==> src/hw/rtl/sird_pkg.sv <==
// ----------------------------------------------------------------------------
// sird_pkg
// Shared types, constants and alphabet helpers for the radix digit converter.
// ----------------------------------------------------------------------------
package sird_pkg;

	localparam int MAX_BASE    = 16;
	localparam int VALUE_W     = 32;
	localparam int LEN_W       = 5;
	localparam int DIGIT_W     = 4;
	localparam int NUM_DIGITS  = 32;
	localparam int DIDX_W      = 5;
	localparam int CFG_IDX_W   = 2;
	localparam int CFG_DATA_W  = 64;

	localparam logic [CFG_IDX_W-1:0] CFG_LENGTH     = 2'd0;
	localparam logic [CFG_IDX_W-1:0] CFG_CHARS_LOW  = 2'd1;
	localparam logic [CFG_IDX_W-1:0] CFG_CHARS_HIGH = 2'd2;

	localparam logic [7:0] CHAR_PLUS  = 8'h2B;
	localparam logic [7:0] CHAR_MINUS = 8'h2D;
	localparam logic [7:0] CHAR_SPACE = 8'd32;
	localparam logic [7:0] CHAR_TILDE = 8'd126;
	localparam logic [LEN_W-1:0] MIN_RADIX = 5'd2;
	localparam logic [LEN_W-1:0] MAX_RADIX = LEN_W'(MAX_BASE);

	typedef struct packed {
		logic [LEN_W-1:0] length;
		logic [63:0]      chars_low;
		logic [63:0]      chars_high;
	} cfg_t;

	typedef struct packed {
		logic               neg;
		logic [VALUE_W-1:0] mag;
	} item_t;

	function automatic logic [7:0] char_at(input cfg_t cfg, input logic [DIGIT_W-1:0] idx);
		logic [127:0] all_chars;
		all_chars = {cfg.chars_high, cfg.chars_low};
		return all_chars[{idx, 3'b000} +: 8];
	endfunction

	function automatic logic alphabet_ok(input cfg_t cfg);
		logic       ok;
		logic [7:0] ci;
		logic [7:0] cj;
		ok = 1'b1;
		if (cfg.length < MIN_RADIX || cfg.length > MAX_RADIX) begin
			ok = 1'b0;
		end
		for (int i = 0; i < MAX_BASE; i++) begin
			ci = char_at(cfg, DIGIT_W'(i));
			if (LEN_W'(i) < cfg.length) begin
				if (ci == CHAR_PLUS || ci == CHAR_MINUS || ci <= CHAR_SPACE
						|| ci > CHAR_TILDE) begin
					ok = 1'b0;
				end
				for (int j = i + 1; j < MAX_BASE; j++) begin
					cj = char_at(cfg, DIGIT_W'(j));
					if (LEN_W'(j) < cfg.length && cj == ci) begin
						ok = 1'b0;
					end
				end
			end
		end
		return ok;
	endfunction

endpackage

==> src/hw/rtl/sird_front.sv <==
// ----------------------------------------------------------------------------
// sird_front
// Accepts values, checks the alphabet and splits each value into sign and
// magnitude for the queue.
// ----------------------------------------------------------------------------
module sird_front import sird_pkg::*; (
	input  logic               start,
	input  logic               full,
	input  logic [VALUE_W-1:0] value,
	input  cfg_t               cfg,
	output logic               push,
	output item_t              item
);

	logic accept;

	assign accept   = start && !full;
	// Values taken under a bad alphabet produce no characters and are dropped.
	assign push     = accept && alphabet_ok(cfg);
	assign item.neg = value[VALUE_W-1];
	assign item.mag = value[VALUE_W-1] ? (VALUE_W'(0) - value) : value;

endmodule

==> src/hw/rtl/sird_queue.sv <==
// ----------------------------------------------------------------------------
// sird_queue
// Two-entry queue of classified values between the front and back parts.
// ----------------------------------------------------------------------------
module sird_queue import sird_pkg::*; (
	input  logic  clk,
	input  logic  arst_n,
	input  logic  push,
	input  item_t push_item,
	input  logic  pop,
	output item_t head,
	output logic  empty,
	output logic  full
);

	item_t      entry_q [2];
	logic       wr_ptr_q;
	logic       rd_ptr_q;
	logic [1:0] count_q;

	assign empty = (count_q == 2'd0);
	assign full  = (count_q == 2'd2);
	assign head  = entry_q[rd_ptr_q];

	always_ff @(posedge clk) begin
		if (push) begin
			entry_q[wr_ptr_q] <= push_item;
		end
	end

	always_ff @(posedge clk or negedge arst_n) begin
		if (!arst_n) begin
			wr_ptr_q <= 1'b0;
			rd_ptr_q <= 1'b0;
			count_q  <= 2'd0;
		end else begin
			if (push) begin
				wr_ptr_q <= !wr_ptr_q;
			end
			if (pop) begin
				rd_ptr_q <= !rd_ptr_q;
			end
			if (push && !pop) begin
				count_q <= count_q + 2'd1;
			end else if (pop && !push) begin
				count_q <= count_q - 2'd1;
			end
		end
	end

endmodule

==> src/hw/rtl/sird_back.sv <==
// ----------------------------------------------------------------------------
// sird_back
// Converts one magnitude at a time by repeated bit-serial division by the
// radix, stores the digits and then emits the sign, if negative, and digits.
// ----------------------------------------------------------------------------
module sird_back import sird_pkg::*; (
	input  logic        clk,
	input  logic        arst_n,
	input  cfg_t        cfg,
	input  logic        empty,
	input  item_t       head,
	output logic        pop,
	output logic        result_valid,
	output logic [7:0]  character,
	output logic        is_sign,
	output logic        last
);

	localparam logic [1:0] ST_IDLE  = 2'd0;
	localparam logic [1:0] ST_DIV   = 2'd1;
	localparam logic [1:0] ST_SIGN  = 2'd2;
	localparam logic [1:0] ST_DIGIT = 2'd3;

	logic [1:0]         state_q;
	logic               neg_q;
	logic [VALUE_W-1:0] mag_q;
	logic [DIGIT_W-1:0] rem_q;
	logic [DIDX_W-1:0]  bit_q;
	logic [DIDX_W:0]    wr_q;
	logic [DIDX_W-1:0]  idx_q;
	logic [DIGIT_W-1:0] digit_q [NUM_DIGITS];

	logic               result_valid_q;
	logic [7:0]         character_q;
	logic               is_sign_q;
	logic               last_q;

	logic [DIGIT_W:0]   rem_ext;
	logic               ge;
	logic [DIGIT_W:0]   rem_diff;
	logic [DIGIT_W-1:0] rem_next;
	logic [VALUE_W-1:0] quot_next;

	assign pop      = (state_q == ST_IDLE) && !empty;
	assign rem_ext  = {rem_q, mag_q[VALUE_W-1]};
	assign ge       = (rem_ext >= cfg.length);
	assign rem_diff = rem_ext - cfg.length;
	assign rem_next = ge ? rem_diff[DIGIT_W-1:0] : rem_ext[DIGIT_W-1:0];
	assign quot_next = {mag_q[VALUE_W-2:0], ge};

	assign result_valid = result_valid_q;
	assign character    = character_q;
	assign is_sign      = is_sign_q;
	assign last         = last_q;

	always_ff @(posedge clk) begin
		if (state_q == ST_DIV && bit_q == DIDX_W'(0)) begin
			digit_q[wr_q[DIDX_W-1:0]] <= rem_next;
		end
	end

	always_ff @(posedge clk or negedge arst_n) begin
		if (!arst_n) begin
			state_q        <= ST_IDLE;
			neg_q          <= 1'b0;
			mag_q          <= '0;
			rem_q          <= '0;
			bit_q          <= '0;
			wr_q           <= '0;
			idx_q          <= '0;
			result_valid_q <= 1'b0;
			character_q    <= '0;
			is_sign_q      <= 1'b0;
			last_q         <= 1'b0;
		end else begin
			result_valid_q <= 1'b0;
			case (state_q)
				ST_IDLE: begin
					if (!empty) begin
						neg_q   <= head.neg;
						mag_q   <= head.mag;
						rem_q   <= '0;
						bit_q   <= DIDX_W'(VALUE_W - 1);
						wr_q    <= '0;
						state_q <= ST_DIV;
					end
				end
				ST_DIV: begin
					mag_q <= quot_next;
					if (bit_q == DIDX_W'(0)) begin
						rem_q <= '0;
						bit_q <= DIDX_W'(VALUE_W - 1);
						wr_q  <= wr_q + 1'b1;
						if (quot_next == '0) begin
							idx_q   <= wr_q[DIDX_W-1:0];
							state_q <= neg_q ? ST_SIGN : ST_DIGIT;
						end
					end else begin
						rem_q <= rem_next;
						bit_q <= bit_q - 1'b1;
					end
				end
				ST_SIGN: begin
					result_valid_q <= 1'b1;
					character_q    <= CHAR_MINUS;
					is_sign_q      <= 1'b1;
					last_q         <= 1'b0;
					state_q        <= ST_DIGIT;
				end
				ST_DIGIT: begin
					result_valid_q <= 1'b1;
					character_q    <= char_at(cfg, digit_q[idx_q]);
					is_sign_q      <= 1'b0;
					last_q         <= (idx_q == DIDX_W'(0));
					if (idx_q == DIDX_W'(0)) begin
						state_q <= ST_IDLE;
					end else begin
						idx_q <= idx_q - 1'b1;
					end
				end
				default: begin
					state_q <= ST_IDLE;
				end
			endcase
		end
	end

endmodule

==> src/hw/rtl/signed_integer_to_radix_digits.sv <==
// ----------------------------------------------------------------------------
// signed_integer_to_radix_digits
// Converts signed 32-bit values to text in a radix set by a configured
// alphabet of up to sixteen characters.
// ----------------------------------------------------------------------------
// Usage: a value is taken when start is high and busy is low. Each output
// character appears for one cycle with result_valid high; a negative value
// gives a leading '-' with is_sign set, and the final digit carries last.
// Zero gives the single first alphabet character. If the alphabet is invalid
// when a value is taken, the value is dropped and nothing is emitted.
// The alphabet is written over the cfg channel (index 0 length, 1 characters
// 0 to 7, 2 characters 8 to 15); cfg_ready is always high.
// Values wait in a two-entry queue; busy is high while it is full.
// The converter divides by the radix one quotient bit per cycle, one full
// pass over the magnitude per digit; a value occupies the converter until
// its last digit is found and then emits its characters on consecutive
// cycles, up to 33 of them in radix 2.
// Reset clears the alphabet registers, the queue and the converter.
// The receiver cannot stall: results are never held.
// ----------------------------------------------------------------------------
module signed_integer_to_radix_digits import sird_pkg::*; (
	input  logic                  clk,
	input  logic                  arst_n,
	input  logic                  start,
	output logic                  busy,
	input  logic [VALUE_W-1:0]    value,
	input  logic                  cfg_valid,
	output logic                  cfg_ready,
	input  logic [CFG_IDX_W-1:0]  cfg_index,
	input  logic [CFG_DATA_W-1:0] cfg_data,
	output logic                  result_valid,
	output logic [7:0]            character,
	output logic                  is_sign,
	output logic                  last
);

	cfg_t  cfg_q;
	logic  push;
	item_t push_item;
	logic  pop;
	item_t head;
	logic  empty;
	logic  full;

	assign cfg_ready = 1'b1;
	assign busy      = full;

	always_ff @(posedge clk or negedge arst_n) begin
		if (!arst_n) begin
			cfg_q <= '0;
		end else if (cfg_valid && cfg_ready) begin
			case (cfg_index)
				CFG_LENGTH:     cfg_q.length     <= cfg_data[LEN_W-1:0];
				CFG_CHARS_LOW:  cfg_q.chars_low  <= cfg_data;
				CFG_CHARS_HIGH: cfg_q.chars_high <= cfg_data;
				default: begin
				end
			endcase
		end
	end

	sird_front u_front (
		.start (start),
		.full  (full),
		.value (value),
		.cfg   (cfg_q),
		.push  (push),
		.item  (push_item)
	);

	sird_queue u_queue (
		.clk       (clk),
		.arst_n    (arst_n),
		.push      (push),
		.push_item (push_item),
		.pop       (pop),
		.head      (head),
		.empty     (empty),
		.full      (full)
	);

	sird_back u_back (
		.clk          (clk),
		.arst_n       (arst_n),
		.cfg          (cfg_q),
		.empty        (empty),
		.head         (head),
		.pop          (pop),
		.result_valid (result_valid),
		.character    (character),
		.is_sign      (is_sign),
		.last         (last)
	);

`ifndef SYNTHESIS
	a_sign_not_last: assert property (@(posedge clk) disable iff (!arst_n)
		result_valid && is_sign |-> !last)
		else $error("Sign word marked as last.");

	a_sign_then_digit: assert property (@(posedge clk) disable iff (!arst_n)
		result_valid && is_sign |=> result_valid && !is_sign)
		else $error("Sign word not followed by a digit.");

	a_digits_contiguous: assert property (@(posedge clk) disable iff (!arst_n)
		result_valid && !last |=> result_valid)
		else $error("Gap inside the characters of one value.");

	a_pop_only_when_filled: assert property (@(posedge clk) disable iff (!arst_n)
		pop |-> !empty)
		else $error("Queue read while empty.");
`endif

endmodule
==> config.mk <==
export PLATFORM = sky130hd
export DESIGN_NAME = signed_integer_to_radix_digits
export DESIGN_NICKNAME = d
export VERILOG_FILES = /design/src/hw/rtl/sird_pkg.sv /design/src/hw/rtl/sird_front.sv /design/src/hw/rtl/sird_queue.sv /design/src/hw/rtl/sird_back.sv /design/src/hw/rtl/signed_integer_to_radix_digits.sv
export SDC_FILE = /design/constraint.sdc
export NUM_CORES = 1
export LEC_CHECK = 0
export BUFFER_PORTS_ARGS = -buffer_cell sky130_fd_sc_hd__buf_2
export CORE_ASPECT_RATIO = 1.5
export CORE_MARGIN = 2
export CORE_UTILIZATION = 52
export CTS_CLUSTER_DIAMETER = 150
export DETAILED_ROUTE_END_ITERATION = 7
export PLACE_DENSITY = 0.65
export SLEW_MARGIN = 20
export SYNTH_ARGS = -nofsm -noshare
export SYNTH_HDL_FRONTEND = slang
export SYNTH_SLANG_ARGS = --single-unit
==> constraint.sdc <==
create_clock -name clk -period 5.2 [get_ports clk]
set_input_delay 1.04 -clock clk [delete_from_list [all_inputs] [get_ports clk]]
set_output_delay 1.04 -clock clk [all_outputs]
set_load 0.01 [all_outputs]
* Word level (Yosys, flattened, before mapping)
Memories as Yosys holds them, arrays and structs flattened. Cells that the tools add are included.
Storage, ports and cells: output and inout bits 13, memories kept 2, bits in registers 203, RAM bits 194
Operators by class: $lt $le $gt $ge 51, shift operators 1, muxes and demuxes 186, eq/ne operators 163, bitwise logic cells 1, $add $sub $neg 7, reduce and logical (&&, ||, !) cells 200
Memory list:
- u_back.digit_q | words 32, bits a word 4, read ports 1, clocked after Yosys merged registers in 0, wr ports 1, line sird_back.sv:31 | logic [DIGIT_W-1:0] digit_q [NUM_DIGITS];
- u_queue.entry_q | words 2, bits a word 33, read ports 1, clocked after Yosys merged registers in 0, wr ports 1, line sird_queue.sv:16 | item_t entry_q [2];
Operators with widths (count):
- 8-bit equality test | 120
- 8-bit by 6-bit equality test with 1-bit output (second input constant) | 32
- 1-bit two-way mux | 159
- 8-bit by 7-bit > comparator with 1-bit output (second input constant) | 16
- 8-bit by 6-bit less-or-equal comparator with 1-bit output (second input constant) | 16
- 128-bit by 8-bit variable part select with 8-bit output | 1
- 1-bit logical AND | 126
- 32-bit two-way mux | 2
- 32-bit one-hot mux with 2 select lines | 1
- 1-bit logical OR | 49
- 4-bit by 5-bit less-than comparator with 1-bit output (first input constant) | 8
- 32-bit zero test | 1
- 1-bit by 32-bit subtractor with 32-bit output (first input constant) | 1
- 5-bit two-way mux | 5
- 3-bit by 5-bit less-than comparator with 1-bit output (first input constant) | 4
- 5-bit one-hot mux with 2 select lines | 2
- 8-bit one-hot mux with 2 select lines | 1
- 2-bit two-way mux | 6
- 4-bit two-way mux | 3
- 6-bit two-way mux | 2
- 6-bit one-hot mux with 2 select lines | 1
- 5-bit zero test | 2
- 1-bit by 5-bit less-than comparator with 1-bit output (first input constant) | 2
- 2-bit by 5-bit less-than comparator with 1-bit output (first input constant) | 2
- other kinds (23) | 47

* Depth between registers and ports, before layout
Gate-level depths: netlist of the first run.
depth in word-level cells 161, depth in mapped cells 15, gate-level depth less buffers 13

* By module
A second synthesis of the first run with hierarchy kept.
Second synthesis, totals: cell total of the unflattened synthesis 3090, area, all modules 31809.3 um2
By module, submodules not included:
- sird_front | times used 1, area an instance 13792.0 um2, cells an instance 1895
- sird_back | times used 1, area an instance 9831.9 um2, cells an instance 791
- signed_integer_to_radix_digits | times used 1, area an instance 5465.2 um2, cells an instance 285
- sird_queue | times used 1, area an instance 2720.1 um2, cells an instance 119

* Worst setup path before layout of the first run
OpenSTA, ideal clock, no wires.
path type reg-to-reg, from reg cfg_q[128] in the netlist's numbering, to mem u_queue.entry_q[0][0] in the netlist's numbering (enable), library setup time 0.423 ns, stages on the path, launching flop included 11, arrival 4.058 ns, setup slack 0.719 ns, path buffers 2, clock period less this slack 4.481 ns, path through dfrtp_1 -> buf_2 -> or2_2 -> a21oi_1 -> clkbuf_1 -> nor3_1 -> nor4_1 -> o2111ai_1 -> or4_1 -> a2111o_1 -> nor2_1
Between the ends: longest elaborated chain between the ends 158, elaborated cells between the ends (all ways) 295
Ends and longest elaborated chain:
- start: declaration | line signed_integer_to_radix_digits.sv:37 | cfg_t cfg_q;
- 5-bit by 2-bit less-than comparator with 1-bit output or 5-bit > comparator (tied branches) | line sird_pkg.sv:49 | if (cfg.length < MIN_RADIX || cfg.length > MAX_RADIX) begin
- 1-bit logical OR | line sird_pkg.sv:49
- 1-bit two-way mux | line sird_pkg.sv:49
- 1-bit two-way mux | line sird_pkg.sv:55 | if (ci == CHAR_PLUS || ci == CHAR_MINUS || ci <= CHAR_SPACE
- 1-bit two-way mux (15 in a row) | line sird_pkg.sv:61 | if (LEN_W'(j) < cfg.length && cj == ci) begin
- 1-bit two-way mux | line sird_pkg.sv:54 | if (LEN_W'(i) < cfg.length) begin
- 1-bit two-way mux | line sird_pkg.sv:55
- 1-bit two-way mux (14 in a row) | line sird_pkg.sv:61
- [... 115 more ...]
- 1-bit two-way mux | line sird_pkg.sv:55
- 1-bit two-way mux | line sird_pkg.sv:61
- 1-bit two-way mux | line sird_pkg.sv:54
- 1-bit two-way mux | line sird_pkg.sv:55
- 1-bit two-way mux * | line sird_pkg.sv:54
- 1-bit logical AND * | line sird_front.sv:19 | assign push = accept && alphabet_ok(cfg);
- 1-bit two-way mux * | line sird_queue.sv:26 | if (push) begin
- 1-bit two-way mux (implied by the code) * | line sird_queue.sv:27 | entry_q[wr_ptr_q] <= push_item;
- end: declaration | line sird_queue.sv:16
Every way passes the cells marked *; elsewhere a longest branch is shown, timed or not.

* Final worst setup path of the first run
from reg cfg_q[18] in the netlist's numbering, to reg u_queue.count_q[1]
Between the ends: longest elaborated chain between the ends 148, elaborated cells between the ends (all ways) 185
Ends and longest elaborated chain:
- 8-bit equality test | line sird_pkg.sv:61
- 1-bit logical AND | line sird_pkg.sv:61
- 1-bit two-way mux (6 in a row) | line sird_pkg.sv:61
- 1-bit two-way mux | line sird_pkg.sv:54
- 1-bit two-way mux | line sird_pkg.sv:55
- 1-bit two-way mux (14 in a row) | line sird_pkg.sv:61
- 1-bit two-way mux | line sird_pkg.sv:54
- 1-bit two-way mux | line sird_pkg.sv:55
- [... 115 more ...]
- 1-bit two-way mux * | line sird_pkg.sv:54
- 1-bit two-way mux | line sird_pkg.sv:55
- 1-bit two-way mux * | line sird_pkg.sv:54
- 1-bit logical AND * | line sird_front.sv:19
- net push | line signed_integer_to_radix_digits.sv:38 | logic push;
- 1-bit zero test | line sird_queue.sv:45 | end else if (pop && !push) begin
- 1-bit logical AND | line sird_queue.sv:45
- 2-bit nonzero test (no source line)
- end signal: assignment | line sird_queue.sv:44 | count_q <= count_q + 2'd1;
- end signal: assignment | line sird_queue.sv:46 | count_q <= count_q - 2'd1;
- end: declaration | line sird_queue.sv:19 | logic [1:0] count_q;
Mark *: on every way through the listed nets, which the timed path passes. The rest lies on a longest branch. A chain may end at the register's enable or synchronous reset.

==> results of run 1 <==
cell usage after synthesis (6+ instances only):
library cell and n:
a31oi_1 26, clkbuf_1 98, a21oi_1 72, nand4_1 172
buf_2 151, nand3b_1 7, a311oi_1 9, edfxtp_1 194
a22oi_1 35, o31ai_1 24, nand2_1 126, mux4_2 25
a211oi_1 8, mux2i_1 111, mux2_2 132, nor2_1 123
dfrtp_1 202, nor4_1 111, nand3_1 44, o21ai_0 65
ha_1 19, buf_1 80, nor3_1 93, or4_1 12
xor2_1 323, xnor2_1 661, a32o_1 11, inv_1 39
a221oi_1 7, or3_1 7, o21a_1 6
sequential cells by signal (all words and copies together), names as in the netlist, 2 cells and up:
register	count
cfg_q	133
u_back.digit_q	128
u_queue.entry_q	66
u_back.mag_q	32
u_back.character	8
u_back.bit_q	5
u_back.idx_q	5
u_back.wr_q	5
u_back.rem_q	4
u_back.state_q	2
u_queue.count_q	2
worst max-delay path, delay by kind of cell, from the launching register on:
| family | cells | cell delay (ps) |
|---|---|---|
| xor+xnor | 2 | 310 |
| simple gates | 2 | 620 |
| flops | 1 | 1120 |
| compound gates | 5 | 1980 |
| buf+inv | 1 | 110 |
| fa+ha+maj | 1 | 160 |
final timing paths:
kind,from,endpoint,slack [ps],cells past startpoint
setup / recovery,cfg_q[18],u_queue.count_q[1],750,11
hold / removal,arst_n,cfg_q[24],270,1
setup reg to reg,cfg_q[18],u_queue.count_q[1],750,11
hold reg to reg,u_back.neg_q,u_back.neg_q,500,2
max in group asynchronous,arst_n,cfg_q[69],4010,2
min in group clk,u_back.neg_q,u_back.neg_q,500,2
cell families (layout without fill, tap and decap cells):
kind of cell	count (synthesis)	in the layout	share of synthesized area, %
xor gates and xnor gates	984	984	28.30
buffers and inverters	374	414	5.309
AOI/OAI and AO/OA	314	314	6.829
DFF	396	396	35.73
muxes	268	268	10.38
adders and majority gates	20	20	0.8465
other	1	1	0.01232
and+or+nand+nor	728	728	12.59
per-layer routing:
metal  global-route usage (%)  vias up  routed length, um
met5                   0.9524        -                144
met4                    31.92       12              11900
met3                    10.61      645              12620
met2                    64.04     1648              55600
met1                    46.13    12480              41960
li1                         -    10835                  -
layout make-up:
class                      count  area (um2)
inverter                      39       146.4
clock buffer                  52        1087
multi-input combinational   2315       18020
clock inverter                21       311.5
tap                          770       963.4
fill                        5050       24360
timing repair buffer         302        2056
sequential                   396       10890
power breakdown:
part | switching, mW | internal, mW | total [mW]
combinational | 4.25 | 3.28 | 7.53
sequential | 1.70 | 4.07 | 5.77
clock | 1.31 | 1.80 | 3.11
total | 7.26 | 9.15 | 16.4
==> summary.md, run 1 <==
| Metric | Value |
|---|---|
| Outcome | `complete, no violations` |
| Syn Inst Count | `about 3100` |
| CP max stage delay | `between 1000 and 1500 ps` |
| Drt via density | `roughly 6.6` |
| Hold Fails Final Rpt | `0` |
| Most frequent CP cell | `xor2_1` |
| Die area | `0.06055 mm2` |
| Height of the chip | `about 300 um` |
| Fin area | `0.03348 mm2` |
| Initial antenna violation count | `6` |
| Crit-path max FO | `17` |
| Period utilisation layout | `85.59%` |
| Final worst clock skew | `20.50 ps` |
| Initial Util | `between 50% and 60%` |
| DR vias | `between 20000 and 30000` |
| Die X-Extent | `around 200 um` |
| DP HPWL | `84.99 mm` |
| Worst hold path type | `in -> async` |
| Skew-Pair Late Insertion Delay | `between 600 and 700 ps` |
| Routed len/inst | `31.38 um` |
| Max-slew headroom | `roughly 17%` |
| Async S/R FF share, synth | `51.01%` |
| Post-synth EDFFs | `about 190` |
| Crit path time final | `4451 ps` |
| Netlist cell types | `71` |
| DR pass1 iterations | `6` |
| Share of cells above drive strength 1 | `18.02%` |
| Fin Hold WS | `~270 ps` |
| Mapped Area | `0.03045 mm2` |
| CTS Buf Count | `40` |
| Synthesized Nets | `3207` |
| IO buf count | `113` |
| Setup violators final | `0` |
| Max Cap Viol | `0` |
| # hold bufs at CTS | `0` |
| PostCTS Resize Cnt | `0` |
| Worst-Margin Slew | `1247 ps` |
| Ant. Diodes | `0` |
| CP required | `5680 ps` |
| Synth area leader | `edfxtp_1` |
| FP Rows | `approximately 110` |
| Leak | `12.09 nW` |
| Unrepaired setup endpoints after global routing | `false` |
| Sinks on Clock Net | `396` |
| Syn Area/Cell | `9.870 um2` |
| Dpl ws | `approximately 910 ps` |
| Area grow syn2layout | `9.944%` |
| Worst Setup Start Kind | `register` |
| Setup ws final | `749.2 ps` |
| Worst EP arrival | `4930 ps` |
| Share of the synthesized area in the top cell type | `about a fifth` |
| Setup CP Type | `reg -> reg` |
| GR Overflow Total | `0` |
| Dpl cells | `3822` |
| H-Tree Level Count | `2` |
| Post-DRT Antenna Nets | `0` |
| Final std cells w/o fill | `~3900` |
| Largest net degree at the start of global routing | `112` |
| Power Total | `16.42 mW` |
| Commonest non-fill, non-tap cells in the layout | `661 x xnor2_1, 323 x xor2_1, 194 x edfxtp_1` |
| Vias in the first global route | `25863` |
| Total setup buffers inserted after CTS | `0` |
| Clock transition at path regs | `~60 ps` |
| Initial drt markers | `3206` |
| Root buffer cell | `clkbuf_16` |
| Placer Congestion | `between 1 and 1.5` |
| DP Area | `0.03204 mm2` |
| Fmax | `0.2247 GHz` |
| Post-Route Setup TNS | `0 ps` |
| Final Util | `between 50 and 60%` |
| Crit end category | `register` |
| Slew Limit Fails | `0` |
| Most common cell after layout, fill and taps aside | `xnor2_1` |
| Drt drc | `0` |
| First-pass GRT wire length | `178.3 mm` |
| Synth top area cells | `edfxtp_1 19%, xnor2_1 19%, dfrtp_1 17%` |
| Total GRT Usage | `roughly 40%` |
| Main synth FF type | `dfrtp_1` |
| Clock Path Buffers | `3` |
| FF+latch count, synth | `396` |
| Crit-path slowest cell | `dfrtp_1` |
| CTS tree | `built` |
| Seq/Total Area, Yosys | `35.73%` |
| I/O pin total | `115` |
| Peak VDD IR | `approximately 0.38 mV` |
| CP Cell Sequence | `o31ai_1, a32o_1, a311oi_1, a31oi_2, or3_1, a2111o_1, inv_1, ha_1, xor2_1, nor2_1, xor2_1` |
| Nets | `3216` |
| Warnings, synthesis | `0` |
| Post-Route WL | `122.2 mm` |
| Core Box Area | `around 0.058 mm2` |
| Cell Pwr Density | `490.3 mW/mm2` |
Note: power is estimated with default switching activity, not from simulation.
==> inputs of run 2 (changes only) <==
Settings changed: CORE_UTILIZATION 52 to 35, CTS_BUF_LIST set to sky130_fd_sc_hd__clkbuf_16, PLACE_DENSITY 0.65 to 0.46.
==> summary.md, run 2 (synthesis results as in run 1) <==
| Metric | Value |
|---|---|
| Commonest non-fill, non-tap cells in the layout | `661 x xnor2_1, 323 x xor2_1, 240 x buf_4 (was 661 x xnor2_1, 323 x xor2_1, 194 x edfxtp_1)` |
| Cell Pwr Density | `486.3 mW/mm2 (was 490.3 mW/mm2)` |
| Clock Path Buffers | `3 (unchanged)` |
| CP max stage delay | `1030 ps (was 1120 ps)` |
| Post-Route Setup TNS | `0 ps (unchanged)` |
| PostCTS Resize Cnt | `0 (unchanged)` |
| Largest net degree at the start of global routing | `99 (was 112)` |
| Root buffer cell | `clkbuf_16 (unchanged)` |
| Most common cell after layout, fill and taps aside | `xnor2_1 (unchanged)` |
| Met2 Wirelength | `65.74 mm (was 55.60 mm)` |
| Slew Limit Fails | `0 (unchanged)` |
| Peak VDD IR | `0.4165 mV (was 0.3825 mV)` |
| Crit end category | `register (unchanged)` |
| Hold Fails Final Rpt | `0 (unchanged)` |
| CTS tree | `built (unchanged)` |
| Post-Route WL | `135.5 mm (was 122.2 mm)` |
| Nets | `3285 (was 3216)` |
| Share of cells above drive strength 1 | `19.57% (was 18.02%)` |
| Highest Signal Layer | `met5 (unchanged)` |
| Setup ws final | `553.8 ps (was 749.2 ps)` |
| Total GRT Usage | `30.04% (was 40.32%)` |
| Final std cells w/o fill | `4332 (was 3895)` |
| DR vias | `25239 (was 25620)` |
| CP required | `5420 ps (was 5680 ps)` |
| Crit path time final | `4646 ps (was 4451 ps)` |
| Post-DRT Antenna Nets | `0 (unchanged)` |
| Worst path bufs/invs | `1 (unchanged)` |
| Worst EP arrival | `4870 ps (was 4930 ps)` |
| Initial antenna violation count | `5 (was 6)` |
| Dpl cells | `4257 (was 3822)` |
| Register-to-register setup slack | `550 ps (was 750 ps)` |
| DR pass1 iterations | `7 (was 6)` |
| Drt via density | `5.826 (was 6.578)` |
| Max reg flops | `133 (unchanged)` |
| First-pass GRT wire length | `192.7 mm (was 178.3 mm)` |
| Initial Util | `35.32% (was 52.65%)` |
| H-Tree Level Count | `2 (unchanged)` |
| Leak | `12.51 nW (was 12.09 nW)` |
| DP HPWL | `98.98 mm (was 84.99 mm)` |
| Met3 WL | `7.632 mm (was 12.62 mm)` |
| Sinks on Clock Net | `396 (unchanged)` |
| Die area | `0.08942 mm2 (was 0.06055 mm2)` |
| Max-slew headroom | `17.96% (was 16.84%)` |
| GR Overflow Total | `0 (unchanged)` |
| Max Cap Viol | `0 (unchanged)` |
| Largest Register | `cfg_q (unchanged)` |
| Dpl ws | `605.7 ps (was 907.2 ps)` |
| Vias in the first global route | `25485 (was 25863)` |
| Setup CP Type | `reg -> reg (unchanged)` |
| Unrepaired setup endpoints after global routing | `false (unchanged)` |
| Drt drc | `0 (unchanged)` |
| Sequential Area | `0.01089 mm2 (about the same)` |
| Power Total | `16.81 mW (was 16.42 mW)` |
| Area of the multi-input gates | `0.01802 mm2 (about the same)` |
| Core Box Area | `0.08621 mm2 (was 0.05784 mm2)` |
| Most frequent CP cell | `nor4_1 (was xor2_1)` |
| Fmax | `0.2152 GHz (was 0.2247 GHz)` |
| Initial drt markers | `2192 (was 3206)` |
| CP Cell Sequence | `buf_4, xor2_1, nor4_1, nand4_1, nor3_1, nor4_1, a41oi_1, or4_1, a2111o_1, nor2_4 (was o31ai_1, a32o_1, a311oi_1, a31oi_2, or3_1, a2111o_1, inv_1, ha_1, xor2_1, nor2_1, xor2_1)` |
| I/O pin total | `115 (unchanged)` |
| Total setup buffers inserted after CTS | `0 (unchanged)` |
| Worst-Margin Slew | `1231 ps (was 1247 ps)` |
| Worst Setup Start Kind | `register (unchanged)` |
| Cell family with most CP delay | `simple AND/OR/NAND/NOR gates (was compound AO/OA/AOI/OAI gates)` |
| Height of the chip | `365.2 um (was 300.4 um)` |
| Post-Route M1 WL | `50.19 mm (was 41.96 mm)` |
| DP Area | `0.03315 mm2 (was 0.03204 mm2)` |
| Skew-Pair Late Insertion Delay | `630 ps (was 610 ps)` |
| Fill cells | `8559 (was 5050)` |
| Routed len/inst | `31.27 um (was 31.38 um)` |
| Area grow syn2layout | `13.52% (was 9.944%)` |
| CTS Buf Count | `42 (was 40)` |
| Clock transition at path regs | `60 ps (about the same)` |
| Ant. Diodes | `0 (unchanged)` |
| Final worst clock skew | `36.65 ps (was 20.50 ps)` |
| Setup violators final | `0 (unchanged)` |
| # hold bufs at CTS | `0 (unchanged)` |
| Outcome | `complete, no violations (unchanged)` |
| Placer Congestion | `1.020 (was 1.129)` |
| Crit-path slowest cell | `dfrtp_1 (unchanged)` |
| IO buf count | `113 (unchanged)` |
| Worst hold path type | `in -> async (unchanged)` |
| Crit-path max FO | `33 (was 17)` |
| Die X-Extent | `244.8 um (was 201.6 um)` |
| Fin area | `0.03457 mm2 (was 0.03348 mm2)` |
| Final Util | `40.09% (was 57.88%)` |
| FP Rows | `132 (was 108)` |
| Fin Hold WS | `387.1 ps (was 267.9 ps)` |
| Period utilisation layout | `89.35% (was 85.59%)` |
[run 2: layout make-up]
class	instances	area share (%)
multi-input combinational	2315	52.14
clock inverter	32	0.9628
tap	1139	4.123
sequential	396	31.50
timing repair buffer	369	7.804
inverter	39	0.4235
clock buffer	42	3.041
[run 2: worst paths after layout]
path / start / endpoint / cells past startpoint
max: cfg_q[4] / u_queue.entry_q[1][15] / 10
min: arst_n / cfg_q[24] / 1
max reg2reg: cfg_q[4] / u_queue.entry_q[1][15] / 10
min reg2reg: u_back.last / u_back.last / 2
max in group asynchronous: arst_n / cfg_q[15] / 2
min in group clk: u_back.last / u_back.last / 2
[run 2: metal layers]
layer	global-route usage [%]	up-vias
met4	21.80	10
li1	-	10961
met3	4.285	441
met5	0	-
met2	51.65	1138
met1	34.04	12689
[run 2: report_power, final]
part / internal [mW] / leakage [nW] / switching (mW)
Clock: 1.74 / 0.703 / 1.39
Sequential: 4.08 / 4.15 / 1.50
Combinational: 3.46 / 7.66 / 4.64
Total: 9.28 / 12.5 / 7.53
==> inputs of run 3 (changes only) <==
Clock period 5.2 ns to 4.8 ns, I/O delays scaled along.
==> summary.md, run 3 (synthesis results as in run 1) <==
| Metric | Value |
|---|---|
| Setup violators final | `0 (unchanged)` |
| Area grow syn2layout | `14.49% (was 13.52%)` |
| DP HPWL | `101.3 mm (was 98.98 mm)` |
| CTS tree | `built (unchanged)` |
| Clock Path Buffers | `3 (unchanged)` |
| CTS Buf Count | `43 (was 42)` |
| Sinks on Clock Net | `396 (unchanged)` |
| Drt drc | `0 (unchanged)` |
| Final worst clock skew | `27.43 ps (was 36.65 ps)` |
| CP required | `5330 ps (was 5420 ps)` |
| Share of cells above drive strength 1 | `19.72% (was 19.57%)` |
| Post-Route WL | `138.7 mm (was 135.5 mm)` |
| Fin area | `0.03486 mm2 (was 0.03457 mm2)` |
| Post-Route Setup TNS | `0 ps (unchanged)` |
| Initial antenna violation count | `10 (was 5)` |
| Max Cap Viol | `0 (unchanged)` |
| Height of the chip | `365.2 um (unchanged)` |
| First-pass GRT wire length | `196.5 mm (was 192.7 mm)` |
| GR Overflow Total | `0 (unchanged)` |
| Post-DRT Antenna Nets | `0 (unchanged)` |
| DR pass1 iterations | `6 (was 7)` |
| Peak VDD IR | `0.3500 mV (was 0.4165 mV)` |
| Most common cell after layout, fill and taps aside | `xnor2_1 (unchanged)` |
| Worst EP arrival | `4780 ps (was 4870 ps)` |
| Initial Util | `35.32% (unchanged)` |
| Hold Fails Final Rpt | `0 (unchanged)` |
| Fill cells | `8524 (was 8559)` |
| Placer Congestion | `1.021 (was 1.020)` |
| Outcome | `complete, no violations (unchanged)` |
| Unrepaired setup endpoints after global routing | `false (unchanged)` |
| Crit end category | `register (unchanged)` |
| Root buffer cell | `clkbuf_16 (unchanged)` |
| DR vias | `25394 (was 25239)` |
| Die X-Extent | `244.8 um (unchanged)` |
| Commonest non-fill, non-tap cells in the layout | `661 x xnor2_1, 323 x xor2_1, 230 x buf_4 (was 661 x xnor2_1, 323 x xor2_1, 240 x buf_4)` |
| Total GRT Usage | `30.81% (was 30.04%)` |
| Worst-Margin Slew | `1245 ps (was 1231 ps)` |
| Max reg flops | `133 (unchanged)` |
| Largest net degree at the start of global routing | `98 (was 99)` |
| Fmax | `0.2350 GHz (was 0.2152 GHz)` |
| Cell Pwr Density | `530.6 mW/mm2 (was 486.3 mW/mm2)` |
| Worst Setup Start Kind | `register (unchanged)` |
| I/O pin total | `115 (unchanged)` |
| Skew-Pair Late Insertion Delay | `620 ps (was 630 ps)` |
| PostCTS Resize Cnt | `0 (unchanged)` |
| Setup CP Type | `reg -> reg (unchanged)` |
| H-Tree Level Count | `2 (unchanged)` |
| # hold bufs at CTS | `0 (unchanged)` |
| Clock transition at path regs | `60 ps (about the same)` |
| Crit-path max FO | `10 (was 33)` |
| Slew Limit Fails | `0 (unchanged)` |
| Initial drt markers | `2465 (was 2192)` |
| Routed len/inst | `31.96 um (was 31.27 um)` |
| FP Rows | `132 (unchanged)` |
| Worst hold path type | `in -> async (unchanged)` |
| Vias in the first global route | `26052 (was 25485)` |
| Max-slew headroom | `16.38% (was 17.96%)` |
| Largest Register | `cfg_q (unchanged)` |
| Area of the multi-input gates | `0.01802 mm2 (about the same)` |
| IO buf count | `113 (unchanged)` |
| Dpl cells | `4261 (was 4257)` |
| Leak | `12.60 nW (was 12.51 nW)` |
| Period utilisation layout | `88.65% (was 89.35%)` |
| Die area | `0.08942 mm2 (unchanged)` |
| Core Box Area | `0.08621 mm2 (unchanged)` |
| Final std cells w/o fill | `4340 (was 4332)` |
| Nets | `3289 (was 3285)` |
| Power Total | `18.50 mW (was 16.81 mW)` |
| Sequential Area | `0.01090 mm2 (was 0.01089 mm2)` |
| Drt via density | `5.851 (was 5.826)` |
| DP Area | `0.03337 mm2 (was 0.03315 mm2)` |
| Crit path time final | `4255 ps (was 4646 ps)` |
| Total setup buffers inserted after CTS | `0 (unchanged)` |
| Fin Hold WS | `388.1 ps (was 387.1 ps)` |
[run 3: cell count changes in the layout (fill, tap and decap cells not counted), moves of 2 or more]
cell and delta:
buf_12 +13, buf_4 -10, clkinv_1 +7, dfrtp_1 -5, dfrtp_2 +5, bufinv_16 +3
clkinv_4 -3, inv_1 -3, clkinvlp_4 +2, nor3_1 +2, nor3_2 -2
[run 3: worst paths after layout]
kind                       startpoint  slack, ps  cells past startpoint            endpoint
max                         cfg_q[60]        540                     14  u_queue.count_q[1]
min                            arst_n        390                      1           cfg_q[24]
max reg2reg                 cfg_q[60]        540                     14  u_queue.count_q[1]
min reg2reg                 cfg_q[77]        510                      1           cfg_q[77]
max in group asynchronous      arst_n       3370                      2           cfg_q[53]
min in group clk            cfg_q[77]        510                      1           cfg_q[77]
[run 3: per-stage QoR]
step / utilization, % / setup slack (ps)
floorplan: - / 319.2
global placement: 38.71 / 410.3
detailed placement: 38.71 / 552.4
CTS: 40.43 / 528.8
global route: 40.44 / 381.8
finish: 40.44 / 544.9
[run 3: worst max-delay path: stages (launching register included)]
cell and delay [ps]:
dfrtp_1 970, buf_4 390, xnor2_1 140, nand4_1 100, nor4_1 660, nor4_1 180
a41oi_1 320, a211oi_1 90, o2111ai_1 180, a2111o_1 420, inv_1 90, ha_1 210
xor2_1 150, nor2_1 110, xor2_1 150
[run 3: cell type report]
class	count	share of cell area, %
multi-input combinational	2315	51.69
sequential	396	31.25
timing repair buffer	372	8.269
tap	1139	4.088
clock buffer	43	3.087
clock inverter	35	1.181
inverter	39	0.4199
antenna	1	0.007178
[run 3: power breakdown]
group          total (mW)  internal (mW)  switching [mW]
Combinational        8.96           3.80            5.16
Clock                3.54           2.07            1.47
Sequential           6.00           4.43            1.57
[run 3: per-layer routing]
layer	vias up	track usage, %	wire length (um)
li1	10990	-	-
met5	-	0	117
met2	1209	52.64	67360
met3	484	5.311	8692
met1	12695	34.49	50930
met4	16	22.73	11620
